File: src/design/gcts_pkg.sv
package gcts_pkg;

  localparam logic [2:0] M_IDLE = 3'd0;
  localparam logic [2:0] M_PREP = 3'd1;
  localparam logic [2:0] M_WORK = 3'd2;
  localparam logic [2:0] M_TURN = 3'd3;
  localparam logic [2:0] M_DONE = 3'd4;

  localparam logic [3:0] S_NONE  = 4'd0;
  localparam logic [3:0] S_SEND  = 4'd1;
  localparam logic [3:0] S_WACK  = 4'd2;
  localparam logic [3:0] S_WTIME = 4'd3;
  localparam logic [3:0] S_BAL   = 4'd4;
  localparam logic [3:0] S_FWD   = 4'd5;
  localparam logic [3:0] S_BWD   = 4'd6;
  localparam logic [3:0] S_STOP  = 4'd7;
  localparam logic [3:0] S_GRIND = 4'd8;
  localparam logic [3:0] S_CHECK = 4'd9;
  localparam logic [3:0] S_PATH  = 4'd10;
  localparam logic [3:0] S_SPIN  = 4'd11;

  localparam logic [3:0] C_NONE  = 4'd0;
  localparam logic [3:0] C_BAL   = 4'd1;
  localparam logic [3:0] C_DOWN  = 4'd3;
  localparam logic [3:0] C_GRIND = 4'd4;
  localparam logic [3:0] C_FWD   = 4'd5;
  localparam logic [3:0] C_BWD   = 4'd6;
  localparam logic [3:0] C_TURN  = 4'd7;
  localparam logic [3:0] C_STOP  = 4'd8;
  localparam logic [3:0] C_SPON  = 4'd9;
  localparam logic [3:0] C_SPOFF = 4'd10;

  localparam logic [1:0] A_NONE = 2'd0;
  localparam logic [1:0] A_CART = 2'd1;
  localparam logic [1:0] A_STEP = 2'd2;
  localparam logic [1:0] A_SPIN = 2'd3;

  localparam logic [2:0] L_NONE   = 3'd0;
  localparam logic [2:0] L_YELLOW = 3'd1;
  localparam logic [2:0] L_BLUE   = 3'd2;
  localparam logic [2:0] L_GREEN  = 3'd3;
  localparam logic [2:0] L_RED    = 3'd4;

  localparam logic [7:0] F_BAL   = 8'h01;
  localparam logic [7:0] F_FWD   = 8'h02;
  localparam logic [7:0] F_BWD   = 8'h04;
  localparam logic [7:0] F_STOP  = 8'h08;
  localparam logic [7:0] F_SPIN  = 8'h10;
  localparam logic [7:0] F_GRIND = 8'h20;
  localparam logic [7:0] F_TURN  = 8'h40;

  localparam logic [1:0] TF_DONE = 2'd2;
  localparam logic [1:0] TF_RUN  = 2'd1;

  localparam logic [2:0] R_STEP_TOTAL = 3'd0;
  localparam logic [2:0] R_LOOP_TOTAL = 3'd1;
  localparam logic [2:0] R_FWD_TIME   = 3'd2;
  localparam logic [2:0] R_BWD_TIME   = 3'd3;
  localparam logic [2:0] R_ACK_TMO    = 3'd4;
  localparam logic [2:0] R_RETRY      = 3'd5;
  localparam logic [2:0] R_SPIN_SET   = 3'd6;
  localparam logic [2:0] R_TURN_TIME  = 3'd7;

  typedef struct packed {
    logic [7:0]  stops_per_pass;
    logic [7:0]  loop_limit;
    logic [31:0] forward_time_ms;
    logic [31:0] backward_time_ms;
    logic [31:0] ack_timeout_ms;
    logic [31:0] retry_ms;
    logic [31:0] spin_settle_ms;
    logic [31:0] turn_time_ms;
  } cfg_t;

  typedef struct packed {
    logic        start_req;
    logic [31:0] now_ms;
    logic [7:0]  cart_ack_code;
    logic [7:0]  stepper_code;
    logic [7:0]  spindle_status;
  } tick_t;

  typedef struct packed {
    logic [3:0] command;
    logic [3:0] sequence_id;
    logic [1:0] consume_ack;
    logic [2:0] lamp;
    logic [2:0] main_state_out;
    logic [3:0] sub_state_out;
    logic [7:0] fwd_stops_out;
    logic [7:0] bwd_stops_out;
    logic [7:0] loops_done_out;
    logic       task_done;
  } result_t;

endpackage

File: src/design/gcts_cfg_regs.sv
module gcts_cfg_regs (
  input  logic               clk,
  input  logic               rst,
  input  logic               psel,
  input  logic               penable,
  input  logic               pwrite,
  input  logic [4:0]         paddr,
  input  logic [31:0]        pwdata,
  output logic [31:0]        prdata,
  output logic               pready,
  output gcts_pkg::cfg_t     cfg
);
  import gcts_pkg::*;

  logic [2:0] idx;
  logic       wr;

  assign idx    = paddr[4:2];
  assign wr     = psel && penable && pwrite;
  assign pready = 1'b1;

  always_ff @(posedge clk) begin
    if (rst) begin
      cfg.stops_per_pass   <= 8'd0;
      cfg.loop_limit       <= 8'd0;
      cfg.forward_time_ms  <= 32'd1000;
      cfg.backward_time_ms <= 32'd1000;
      cfg.ack_timeout_ms   <= 32'd80000;
      cfg.retry_ms         <= 32'd2000;
      cfg.spin_settle_ms   <= 32'd6000;
      cfg.turn_time_ms     <= 32'd500;
    end else if (wr) begin
      case (idx)
        R_STEP_TOTAL: cfg.stops_per_pass   <= pwdata[7:0];
        R_LOOP_TOTAL: cfg.loop_limit       <= pwdata[7:0];
        R_FWD_TIME:   cfg.forward_time_ms  <= pwdata;
        R_BWD_TIME:   cfg.backward_time_ms <= pwdata;
        R_ACK_TMO:    cfg.ack_timeout_ms   <= pwdata;
        R_RETRY:      cfg.retry_ms         <= pwdata;
        R_SPIN_SET:   cfg.spin_settle_ms   <= pwdata;
        R_TURN_TIME:  cfg.turn_time_ms     <= pwdata;
        default: ;
      endcase
    end
  end

  always_comb begin
    case (idx)
      R_STEP_TOTAL: prdata = {24'd0, cfg.stops_per_pass};
      R_LOOP_TOTAL: prdata = {24'd0, cfg.loop_limit};
      R_FWD_TIME:   prdata = cfg.forward_time_ms;
      R_BWD_TIME:   prdata = cfg.backward_time_ms;
      R_ACK_TMO:    prdata = cfg.ack_timeout_ms;
      R_RETRY:      prdata = cfg.retry_ms;
      R_SPIN_SET:   prdata = cfg.spin_settle_ms;
      default:      prdata = cfg.turn_time_ms;
    endcase
  end
endmodule

File: src/design/gcts_core.sv
module gcts_core (
  input  logic              clk,
  input  logic              rst,
  input  logic              step,
  input  gcts_pkg::tick_t   tick,
  input  gcts_pkg::cfg_t    cfg,
  output gcts_pkg::result_t res
);
  import gcts_pkg::*;

  logic [2:0]  main_state, main_state_next;
  logic [3:0]  sub_state, sub_state_next;
  logic [1:0]  task_flag, task_flag_next;
  logic [31:0] wait_stamp, wait_stamp_next;
  logic [31:0] move_stamp, move_stamp_next;
  logic [31:0] stop_stamp, stop_stamp_next;
  logic [31:0] spin_stamp, spin_stamp_next;
  logic [31:0] grind_stamp, grind_stamp_next;
  logic [31:0] turn_stamp, turn_stamp_next;
  logic [7:0]  sent_flags, sent_flags_next;
  logic        forward_phase, forward_phase_next;
  logic [7:0]  fwd_stops, fwd_stops_next;
  logic [7:0]  bwd_stops, bwd_stops_next;
  logic [7:0]  loops_done, loops_done_next;
  logic [1:0]  shutdown_step, shutdown_step_next;
  logic [3:0]  cmd, seq;
  logic [1:0]  consume;
  logic [2:0]  lamp;
  logic [31:0] now;

  function automatic logic el(input logic [31:0] n, input logic [31:0] s,
                              input logic [31:0] span);
    logic [31:0] d;
    d = n - s;
    return d >= span;
  endfunction

  always_comb begin
    logic       ok;
    logic [7:0] fc;
    logic [7:0] bc;
    logic [7:0] ld;
    ok   = 1'b0;
    fc   = 8'd0;
    bc   = 8'd0;
    ld   = 8'd0;
    now  = tick.now_ms;
    cmd = C_NONE; seq = 4'd0; consume = A_NONE; lamp = L_NONE;
    main_state_next = main_state; sub_state_next = sub_state;
    task_flag_next = task_flag; wait_stamp_next = wait_stamp;
    move_stamp_next = move_stamp; stop_stamp_next = stop_stamp;
    spin_stamp_next = spin_stamp; grind_stamp_next = grind_stamp;
    turn_stamp_next = turn_stamp; sent_flags_next = sent_flags;
    forward_phase_next = forward_phase; fwd_stops_next = fwd_stops;
    bwd_stops_next = bwd_stops; loops_done_next = loops_done;
    shutdown_step_next = shutdown_step;

    if (tick.start_req) begin
      task_flag_next = TF_RUN;
      shutdown_step_next = 2'd0;
      loops_done_next = 8'd0;
      fwd_stops_next = 8'd0;
      bwd_stops_next = 8'd0;
      forward_phase_next = 1'b0;
      sent_flags_next = sent_flags_next & ~(F_STOP | F_GRIND | F_BAL);
      move_stamp_next = 32'd0; stop_stamp_next = 32'd0; turn_stamp_next = 32'd0;
      spin_stamp_next = 32'd0; grind_stamp_next = 32'd0;
    end

    if (task_flag_next != TF_DONE) begin
      if (cfg.stops_per_pass == 8'd0 || cfg.loop_limit == 8'd0) begin
        lamp = L_RED;
        main_state_next = M_IDLE;
      end else begin
        case (main_state)
          M_IDLE: begin
            fwd_stops_next = 8'd0;
            bwd_stops_next = 8'd0;
            forward_phase_next = 1'b1;
            sent_flags_next = sent_flags_next & ~(F_STOP | F_GRIND);
            shutdown_step_next = 2'd0;
            loops_done_next = 8'd0;
            main_state_next = M_PREP;
            sub_state_next = S_SEND;
            lamp = L_YELLOW;
          end
          M_PREP: begin
            case (sub_state)
              S_SEND: begin
                cmd = C_DOWN; seq = 4'd1;
                wait_stamp_next = now;
                sub_state_next = S_WACK;
              end
              S_WACK: begin
                if (tick.stepper_code == 8'd3) begin
                  consume = A_STEP; ok = 1'b1;
                end else ok = el(now, wait_stamp, cfg.ack_timeout_ms);
                if (ok) begin
                  sub_state_next = S_WTIME;
                  wait_stamp_next = now;
                end else if (el(now, wait_stamp, cfg.retry_ms)) begin
                  sub_state_next = S_SEND;
                end
              end
              S_WTIME: begin
                if (el(now, wait_stamp, cfg.retry_ms)) sub_state_next = S_BAL;
              end
              S_BAL: begin
                if ((sent_flags_next & F_BAL) == 8'd0) begin
                  cmd = C_BAL; seq = 4'd5;
                  sent_flags_next = sent_flags_next | F_BAL;
                  wait_stamp_next = now;
                end
                if (tick.stepper_code == 8'd1) begin
                  consume = A_STEP; ok = 1'b1;
                end else ok = el(now, wait_stamp_next, cfg.ack_timeout_ms);
                if (ok) begin
                  forward_phase_next = 1'b1;
                  main_state_next = M_WORK;
                  sub_state_next = S_SEND;
                end else if (el(now, wait_stamp_next, cfg.retry_ms)) begin
                  sent_flags_next = sent_flags_next & ~F_BAL;
                end
              end
              default: sub_state_next = S_SEND;
            endcase
          end
          M_WORK: begin
            case (sub_state)
              S_SEND: begin
                cmd = C_SPON; seq = 4'd2;
                wait_stamp_next = now;
                sub_state_next = S_WACK;
              end
              S_WACK: begin
                if (tick.spindle_status == 8'd1) begin
                  consume = A_SPIN; ok = 1'b1;
                end else ok = el(now, wait_stamp, cfg.ack_timeout_ms);
                if (ok) begin
                  sub_state_next = S_WTIME;
                  wait_stamp_next = now;
                end else if (el(now, wait_stamp, cfg.retry_ms)) begin
                  sub_state_next = S_SEND;
                end
              end
              S_WTIME: begin
                if (el(now, wait_stamp, cfg.spin_settle_ms)) begin
                  sent_flags_next = sent_flags_next & ~F_STOP;
                  sub_state_next = forward_phase_next ? S_FWD : S_BWD;
                end
              end
              S_FWD: begin
                if ((sent_flags_next & F_FWD) == 8'd0) begin
                  cmd = C_FWD; seq = 4'd3; lamp = L_BLUE;
                  move_stamp_next = now;
                  sent_flags_next = sent_flags_next | F_FWD;
                end
                if (el(now, move_stamp_next, cfg.forward_time_ms)) begin
                  sent_flags_next = sent_flags_next & ~(F_FWD | F_STOP);
                  sub_state_next = S_STOP;
                end
              end
              S_BWD: begin
                if ((sent_flags_next & F_BWD) == 8'd0) begin
                  cmd = C_BWD; seq = 4'd4; lamp = L_GREEN;
                  move_stamp_next = now;
                  sent_flags_next = sent_flags_next | F_BWD;
                end
                if (el(now, move_stamp_next, cfg.backward_time_ms)) begin
                  sent_flags_next = sent_flags_next & ~(F_BWD | F_STOP);
                  sub_state_next = S_STOP;
                end
              end
              S_STOP: begin
                if ((sent_flags_next & F_STOP) == 8'd0) begin
                  cmd = C_STOP; seq = 4'd5; lamp = L_RED;
                  stop_stamp_next = now;
                  sent_flags_next = sent_flags_next | F_STOP;
                end
                if (tick.cart_ack_code == 8'd2) begin
                  consume = A_CART; ok = 1'b1;
                end else ok = el(now, stop_stamp_next, cfg.ack_timeout_ms);
                if (ok) begin
                  sent_flags_next = sent_flags_next & ~F_STOP;
                  sub_state_next = S_SPIN;
                end
              end
              S_SPIN: begin
                if ((sent_flags_next & F_SPIN) == 8'd0) begin
                  cmd = C_SPON; seq = 4'd6;
                  spin_stamp_next = now;
                  sent_flags_next = sent_flags_next | F_SPIN;
                end
                if (tick.spindle_status == 8'd1) begin
                  consume = A_SPIN; ok = 1'b1;
                end else ok = el(now, spin_stamp_next, cfg.ack_timeout_ms);
                if (ok) begin
                  sent_flags_next = sent_flags_next & ~(F_SPIN | F_GRIND);
                  sub_state_next = S_GRIND;
                end else if (el(now, spin_stamp_next, cfg.retry_ms)) begin
                  sent_flags_next = sent_flags_next & ~F_SPIN;
                end
              end
              S_GRIND: begin
                if ((sent_flags_next & F_GRIND) == 8'd0) begin
                  cmd = C_GRIND; seq = 4'd7;
                  grind_stamp_next = now;
                  sent_flags_next = sent_flags_next | F_GRIND;
                end
                if (tick.stepper_code == 8'd2) begin
                  consume = A_STEP; ok = 1'b1;
                end else ok = el(now, grind_stamp_next, cfg.ack_timeout_ms);
                if (ok) begin
                  sent_flags_next = sent_flags_next & ~F_GRIND;
                  sub_state_next = S_CHECK;
                end else if (el(now, grind_stamp_next, cfg.retry_ms)) begin
                  sent_flags_next = sent_flags_next & ~F_GRIND;
                end
              end
              S_CHECK: begin
                fc = fwd_stops_next + 8'd1;
                bc = bwd_stops_next + 8'd1;
                if (forward_phase_next) begin
                  fwd_stops_next = fc;
                  if (fc >= cfg.stops_per_pass) main_state_next = M_TURN;
                end else begin
                  bwd_stops_next = bc;
                  if (bc >= cfg.loop_limit) main_state_next = M_TURN;
                end
                sub_state_next = S_SEND;
              end
              default: sub_state_next = S_SEND;
            endcase
          end
          M_TURN: begin
            case (sub_state)
              S_SEND: begin
                if ((sent_flags_next & F_TURN) == 8'd0) begin
                  cmd = C_TURN; seq = 4'd8;
                  turn_stamp_next = now;
                  sent_flags_next = sent_flags_next | F_TURN;
                end
                if (el(now, turn_stamp_next, cfg.turn_time_ms)) begin
                  sent_flags_next = sent_flags_next & ~(F_TURN | F_STOP);
                  sub_state_next = S_STOP;
                end
              end
              S_STOP: begin
                if ((sent_flags_next & F_STOP) == 8'd0) begin
                  cmd = C_STOP; seq = 4'd5;
                  stop_stamp_next = now;
                  sent_flags_next = sent_flags_next | F_STOP;
                end
                if (tick.cart_ack_code == 8'd2) begin
                  consume = A_CART; ok = 1'b1;
                end else ok = el(now, stop_stamp_next, cfg.ack_timeout_ms);
                if (ok) begin
                  sent_flags_next = sent_flags_next & ~F_STOP;
                  sub_state_next = S_PATH;
                end else if (el(now, stop_stamp_next, cfg.retry_ms)) begin
                  sent_flags_next = sent_flags_next & ~F_STOP;
                end
              end
              S_PATH: begin
                if (forward_phase_next) begin
                  forward_phase_next = 1'b0;
                  main_state_next = M_WORK;
                  sub_state_next = S_SEND;
                end else begin
                  ld = loops_done_next + 8'd1;
                  loops_done_next = ld;
                  forward_phase_next = 1'b1;
                  fwd_stops_next = 8'd0;
                  bwd_stops_next = 8'd0;
                  if (ld < cfg.loop_limit) begin
                    main_state_next = M_WORK;
                    sub_state_next = S_SEND;
                  end else begin
                    shutdown_step_next = 2'd0;
                    main_state_next = M_DONE;
                  end
                end
              end
              default: sub_state_next = S_SEND;
            endcase
          end
          M_DONE: begin
            case (shutdown_step_next)
              2'd0: begin
                cmd = C_STOP; seq = 4'd10;
                stop_stamp_next = now;
                shutdown_step_next = 2'd1;
              end
              2'd1: begin
                if (tick.cart_ack_code == 8'd2) begin
                  consume = A_CART; ok = 1'b1;
                end else ok = el(now, stop_stamp_next, cfg.ack_timeout_ms);
                if (ok) shutdown_step_next = 2'd2;
              end
              2'd2: begin
                cmd = C_SPOFF; seq = 4'd11;
                spin_stamp_next = now;
                shutdown_step_next = 2'd3;
              end
              default: begin
                if (tick.spindle_status == 8'd2) begin
                  consume = A_SPIN; ok = 1'b1;
                end else ok = el(now, spin_stamp_next, cfg.ack_timeout_ms);
                if (ok) begin
                  shutdown_step_next = 2'd0;
                  main_state_next = M_IDLE;
                  task_flag_next = TF_DONE;
                end else if (el(now, spin_stamp_next, cfg.retry_ms)) begin
                  shutdown_step_next = 2'd2;
                end
              end
            endcase
          end
          default: ;
        endcase
      end
    end
  end

  always_ff @(posedge clk) begin
    if (rst) begin
      main_state <= M_IDLE; sub_state <= S_NONE; task_flag <= 2'd0;
      wait_stamp <= 32'd0; move_stamp <= 32'd0; stop_stamp <= 32'd0;
      spin_stamp <= 32'd0; grind_stamp <= 32'd0; turn_stamp <= 32'd0;
      sent_flags <= 8'd0; forward_phase <= 1'b0; fwd_stops <= 8'd0;
      bwd_stops <= 8'd0; loops_done <= 8'd0; shutdown_step <= 2'd0;
    end else if (step) begin
      main_state <= main_state_next; sub_state <= sub_state_next;
      task_flag <= task_flag_next; wait_stamp <= wait_stamp_next;
      move_stamp <= move_stamp_next; stop_stamp <= stop_stamp_next;
      spin_stamp <= spin_stamp_next; grind_stamp <= grind_stamp_next;
      turn_stamp <= turn_stamp_next; sent_flags <= sent_flags_next;
      forward_phase <= forward_phase_next; fwd_stops <= fwd_stops_next;
      bwd_stops <= bwd_stops_next; loops_done <= loops_done_next;
      shutdown_step <= shutdown_step_next;
    end
  end

  always_comb begin
    res.command            = cmd;
    res.sequence_id        = seq;
    res.consume_ack        = consume;
    res.lamp               = lamp;
    res.main_state_out     = main_state_next;
    res.sub_state_out      = sub_state_next;
    res.fwd_stops_out      = fwd_stops_next;
    res.bwd_stops_out      = bwd_stops_next;
    res.loops_done_out     = loops_done_next;
    res.task_done          = (task_flag_next == TF_DONE);
  end
endmodule

File: src/design/grinding_cart_task_sequencer.sv
// Grinding cart task sequencer.
// Input stream: one transfer per main-loop tick; tdata carries start_req,
// now_ms and the cart, stepper and spindle reply bytes.
// Output stream: one transfer per tick with the command, sequence id,
// consumed reply, lamp colour, states, counters and done flag.
// Configuration: APB registers at byte address 4*i (totals, drive times,
// ack timeout, retry period, spin settle, turn time); write only while idle.
// The tick is held in an input register, the sequencer state and result are
// computed by one pass of combinational logic into the output register, and
// one tick is taken every cycle while the receiver does not stall. The tick
// register advances whenever the output register is empty or being drained,
// so a stalled receiver holds the result and backs up tready after at most
// two ticks in flight.
// Reset clears the sequencer to idle, the registers to their defaults and
// empties both pipeline registers.
module grinding_cart_task_sequencer (
  input  logic        clk,
  input  logic        rst,
  input  logic        s_tvalid,
  output logic        s_tready,
  // {spindle_status, stepper_code, cart_ack_code, now_ms, start_req} from bit 0
  input  logic [63:0] s_tdata,
  output logic        m_tvalid,
  input  logic        m_tready,
  // command, sequence_id, consume_ack, lamp, main_state_out, sub_state_out,
  // fwd_stops_out, bwd_stops_out, loops_done_out, task_done from bit 0
  output logic [47:0] m_tdata,
  input  logic        psel,
  input  logic        penable,
  input  logic        pwrite,
  input  logic [4:0]  paddr,
  input  logic [31:0] pwdata,
  output logic [31:0] prdata,
  output logic        pready
);
  import gcts_pkg::*;

  cfg_t    cfg;
  tick_t   tick;
  result_t res;
  logic    in_valid;
  logic    adv;

  gcts_cfg_regs u_cfg (
    .clk, .rst, .psel, .penable, .pwrite, .paddr, .pwdata, .prdata, .pready, .cfg
  );

  assign adv      = in_valid && (!m_tvalid || m_tready);
  assign s_tready = !in_valid || adv;

  always_ff @(posedge clk) begin
    if (rst) begin
      in_valid <= 1'b0;
    end else if (s_tready) begin
      in_valid <= s_tvalid;
    end
  end

  always_ff @(posedge clk) begin
    if (s_tready && s_tvalid) begin
      tick.start_req      <= s_tdata[0];
      tick.now_ms         <= s_tdata[32:1];
      tick.cart_ack_code  <= s_tdata[40:33];
      tick.stepper_code   <= s_tdata[48:41];
      tick.spindle_status <= s_tdata[56:49];
    end
  end

  gcts_core u_core (.clk, .rst, .step(adv), .tick, .cfg, .res);

  always_ff @(posedge clk) begin
    if (rst) begin
      m_tvalid <= 1'b0;
    end else if (adv) begin
      m_tvalid <= 1'b1;
    end else if (m_tready) begin
      m_tvalid <= 1'b0;
    end
  end

  always_ff @(posedge clk) begin
    if (adv) begin
      m_tdata <= {3'b000, res.task_done, res.loops_done_out, res.bwd_stops_out,
                  res.fwd_stops_out, res.sub_state_out, res.main_state_out,
                  res.lamp, res.consume_ack, res.sequence_id, res.command};
    end
  end
endmodule

File: config.mk
export PLATFORM = sky130hd
export DESIGN_NAME = grinding_cart_task_sequencer
export DESIGN_NICKNAME = d
export VERILOG_FILES = /design/src/design/gcts_pkg.sv /design/src/design/gcts_cfg_regs.sv /design/src/design/gcts_core.sv /design/src/design/grinding_cart_task_sequencer.sv
export SDC_FILE = /design/constraint.sdc
export NUM_CORES = 2
export LEC_CHECK = 0
export ABC_AREA = 0
export CAP_MARGIN = 30
export CORE_AREA = 8 8 403 405
export CTS_CLUSTER_DIAMETER = 60
export DETAILED_ROUTE_END_ITERATION = 8
export DIE_AREA = 0 0 411 413
export DONT_BUFFER_PORTS = 1
export GPL_TIMING_DRIVEN = 0
export PLACE_DENSITY = 0.56
export RECOVER_POWER = 100
export SYNTH_ARGS = -nofsm -noshare
export SYNTH_HDL_FRONTEND = slang
export SYNTH_SLANG_ARGS = --single-unit
File: constraint.sdc
create_clock -name clk -period 6.4 [get_ports clk]
set_clock_uncertainty 0.15 [all_clocks]
set_input_delay 0.64 -clock clk [delete_from_list [all_inputs] [get_ports clk]]
set_output_delay 0.64 -clock clk [all_outputs]
set_load 0.01 [all_outputs]
==> flow_summary.ini <==
[run_status]
status = finished, violations left
violations = capacitance limit, slew limit, setup timing

[global_routing]
track_usage_pct = 31.56
overflow = 0
antenna_found_initial = 22
grt_max_degree = 47
grt_pass1_wl_mm = 390.1
grt_pass1_vias = 54050

[sta]
rsz0062_at_grt = yes
worst_slew_pin_slew_ns = 3.089
slew_viol_final = 135
finalSetupViolations = 49
worst_slew_margin_rel_pct = -105.9
hold_ws_ns = 0.2358
fmax_mhz = 137.3
hold_viol_final = 0
fin_ws_ns = -0.8821
period_share_pct = 113.8
fin_crit_ns = 7.282
finalSetupTns_ns = -9.143

[logic_synthesis]
yosysTopAreaCellShare_pct = 20.27
synth_top_area_cell = ha_1
avgSynthCellArea_um2 = 7.726
synth_area_um2 = 54140
ys.flop_type = dfxtp_1
synth.distinct_cells = 97
synth_commonest_cells = ha_1, nand2_1, a21oi_1
synth-edff-count = 102
ys_ff_latch = 547
yosysWarnings = 0
syn_inst = 7007
synth_async_sr_flop_share_pct = 0
synth.area.top_cells = ha_1, dfxtp_1, a21oi_1
yosysMostFrequentCell = ha_1
synth.yosys.seq_area_share_pct = 22.11

[detailed_routing]
ant_nets = 0
num_vias = 58570
drt_iter0_markers = 7118
vias_per_cell = 6.103
avgRoutedWirePerCell_um = 29.56
totalWireLength_mm = 283.7
drc = 0
drt_first_pass_iters = 8

[cells_and_area]
layout-drive-gt1-share_pct = 11.39
syn_to_final_growth_pct = 22.68
nNetsFinal = 8452
n_fill_cell = 15740
utilization_pct = 42.67
fin_cells = 9597
final-seq-area_um2 = 11980
multiInputGateArea_um2 = 41900

[setup_path]
endpoint_kind = flop
cp.required_ns = 6.71
worstPathMaxFanout = 5
reg2reg_from = tick[56]$_DFFE_PP_
crit_type = flop to flop
critPathLaunchType = flop
critical_path_arrival_ns = 7.59
cp_slowest_cell = a221oi_2
startpoint = tick[56]$_DFFE_PP_
path_common_cell = buf_4
max_stage_delay_ns = 0.57

[floorplan]
core_area_um2 = 155700
start_util_pct = 34.78
io_pins = 191
dieHeight_um = 413
rows = 145
die_w_um = 411
die-area_um2 = 169700

[power]
vdd_drop_max_v = 0.0002046
p_total_mw = 13.18
p_sw_share_pct = 37.34
switching_power_mw = 4.922
pwr-share-clk_pct = 36.7
p_comb_share_pct = 35.7
powerDensity_nw_per_um2 = 198.4
leakage_nw = 26.55
power_frac_seq_pct = 27.6
p_int_mw = 8.258

[clocking]
cts_buffer_depth = 3
h-tree-depth = 3
cts_made_buffers = 83
cts_tree = done
cts-root-buf = clkbuf_16
cts_sinks = 547
clk_latency_ns = 0.74
clk_pin_slew_ns = 0.07

[hold_path]
hp-class = input port to flop
min_from = pwdata[7]

[placement]
placed_cells = 9156
place.port_buffers = 0
gp_congestion = 1.049
dp_hpwl_mm = 225.1

[flow_run]
drv_cap = 7
## final cells by class
class | count | area share (%)
repair buffers | 370 | 6.034
multi-input cells | 5776 | 63.09
clock buffers | 102 | 3.361
clock inverters | 51 | 0.9193
plain buffers | 305 | 2.494
diodes | 13 | 0.04898
well taps | 2058 | 3.877
inverters | 375 | 2.149
flip-flops and latches | 547 | 18.03
## sequential cells by signal (all words and copies together), names as in the netlist
| name | cells |
|---|---|
| u_core.sent_flags | 7 |
| u_core.stop_stamp | 32 |
| u_core.forward_phase | 1 |
| u_core.loops_done | 8 |
| u_core.shutdown_step | 2 |
| tick | 57 |
| u_core.spin_stamp | 32 |
| m_tdata | 45 |
| u_core.wait_stamp | 32 |
| m_tvalid | 1 |
| u_core.turn_stamp | 32 |
| u_core.task_flag | 2 |
| u_core.main_state | 3 |
| u_core.bwd_stops | 8 |
| u_core.move_stamp | 32 |
| u_cfg.cfg | 208 |
| u_core.grind_stamp | 32 |
| in_valid | 1 |
| u_core.sub_state | 4 |
| u_core.fwd_stops | 8 |
## worst max-delay path, delay by kind of cell, from the launching register on
family / cells / cell delay, ns
compound gates: 14 / 3.51
buf+inv: 5 / 0.86
xor+xnor: 1 / 0.33
flops: 1 / 0.44
fa+ha+maj: 2 / 0.51
simple gates: 8 / 1.16
## kinds of logic (layout without fill, tap and decap cells)
| logic type | Yosys count | after routing | share of synthesized area, % |
|---|---|---|---|
| XOR/XNOR | 288 | 288 | 4.659 |
| flip-flops | 547 | 547 | 22.11 |
| buffers and inverters | 686 | 1203 | 4.830 |
| multiplexers | 189 | 189 | 3.642 |
| AO/OA/AOI/OAI | 2125 | 2125 | 24.93 |
| adder cells (fa/ha/maj) | 887 | 887 | 20.62 |
| other | 2 | 17 | 0.01387 |
| AND/OR/NAND/NOR | 2283 | 2283 | 19.19 |
## path summary, 6_finish.rpt
kind / end / slack, ns / depth (start not counted)
max: m_tdata[16]$_DFFE_PP_ / -0.88 / 30
min: u_cfg.cfg[39]$_SDFFE_PP0P_ / 0.24 / 3
max reg2reg: m_tdata[16]$_DFFE_PP_ / -0.88 / 30
min reg2reg: u_cfg.cfg[77]$_SDFFE_PP0P_ / 0.30 / 2
## metal layers
metal	vias up	routed length, µm	global-route usage (%)
met5	-	66	0
met4	10	24760	23.01
met2	3346	119600	48.19
met1	27910	110800	39.27
met3	902	28430	6.668
li1	26400	-	-
## repair_timing
item,4_1_cts,5_1_grt
pin swaps,135,128
resized for setup,475,207
endpoints found under the setup margin,59,59
endpoints found under the hold margin,203,0
gates cloned,1,2
hold buffers,83,0
setup buffers,125,69
## placed cells by master (no fill, tap or decap), types with 23 or more instances in the layout
cell type,synthesis,final
a21o_1,275,275
o21ai_0,339,294
and3_1,87,84
buf_16,0,29
a21oi_2,0,56
dfxtp_1,445,442
dlygate4sd3_1,0,83
clkbuf_16,0,91
nor2b_1,162,156
or3_1,27,23
edfxtp_1,102,102
o21ai_1,11,32
nand3_1,115,114
buf_12,0,27
nor3_1,125,112
mux2i_1,179,172
a221oi_1,35,27
buf_4,8,194
buf_8,0,31
clkbuf_1,268,246
a31oi_1,95,81
nand2b_1,96,95
o21bai_1,44,38
o211ai_1,64,64
a21oi_1,719,653
xnor2_1,215,201
ha_1,877,854
inv_1,370,367
a22oi_1,109,108
nand4_1,95,95
nand2_1,821,808
a211oi_1,55,38
xor2_1,73,69
o22ai_1,68,64
o21a_1,61,61
nor2_1,653,643
## stage by stage
step           setup WS (ns)  instance area, µm²
6_report             -0.8821               66420
5_1_grt              -0.9002               66400
4_1_cts              -0.7115               65010
3_5_place_dp          -4.474               58270
3_3_place_gp          -5.526               56730
2_1_floorplan        0.03667               54150
## power by group through the flow
stage	registers, mW	logic [mW]	clock network [mW]
6_report	3.64	4.71	4.83
4_1_cts	3.64	4.41	4.88
2_1_floorplan	3.69	2.66	0
5_1_grt	3.64	5.06	5.00
3_5_place_dp	3.73	4.00	0
3_3_place_gp	3.78	3.78	0
Power figures use the tool's default switching activity.
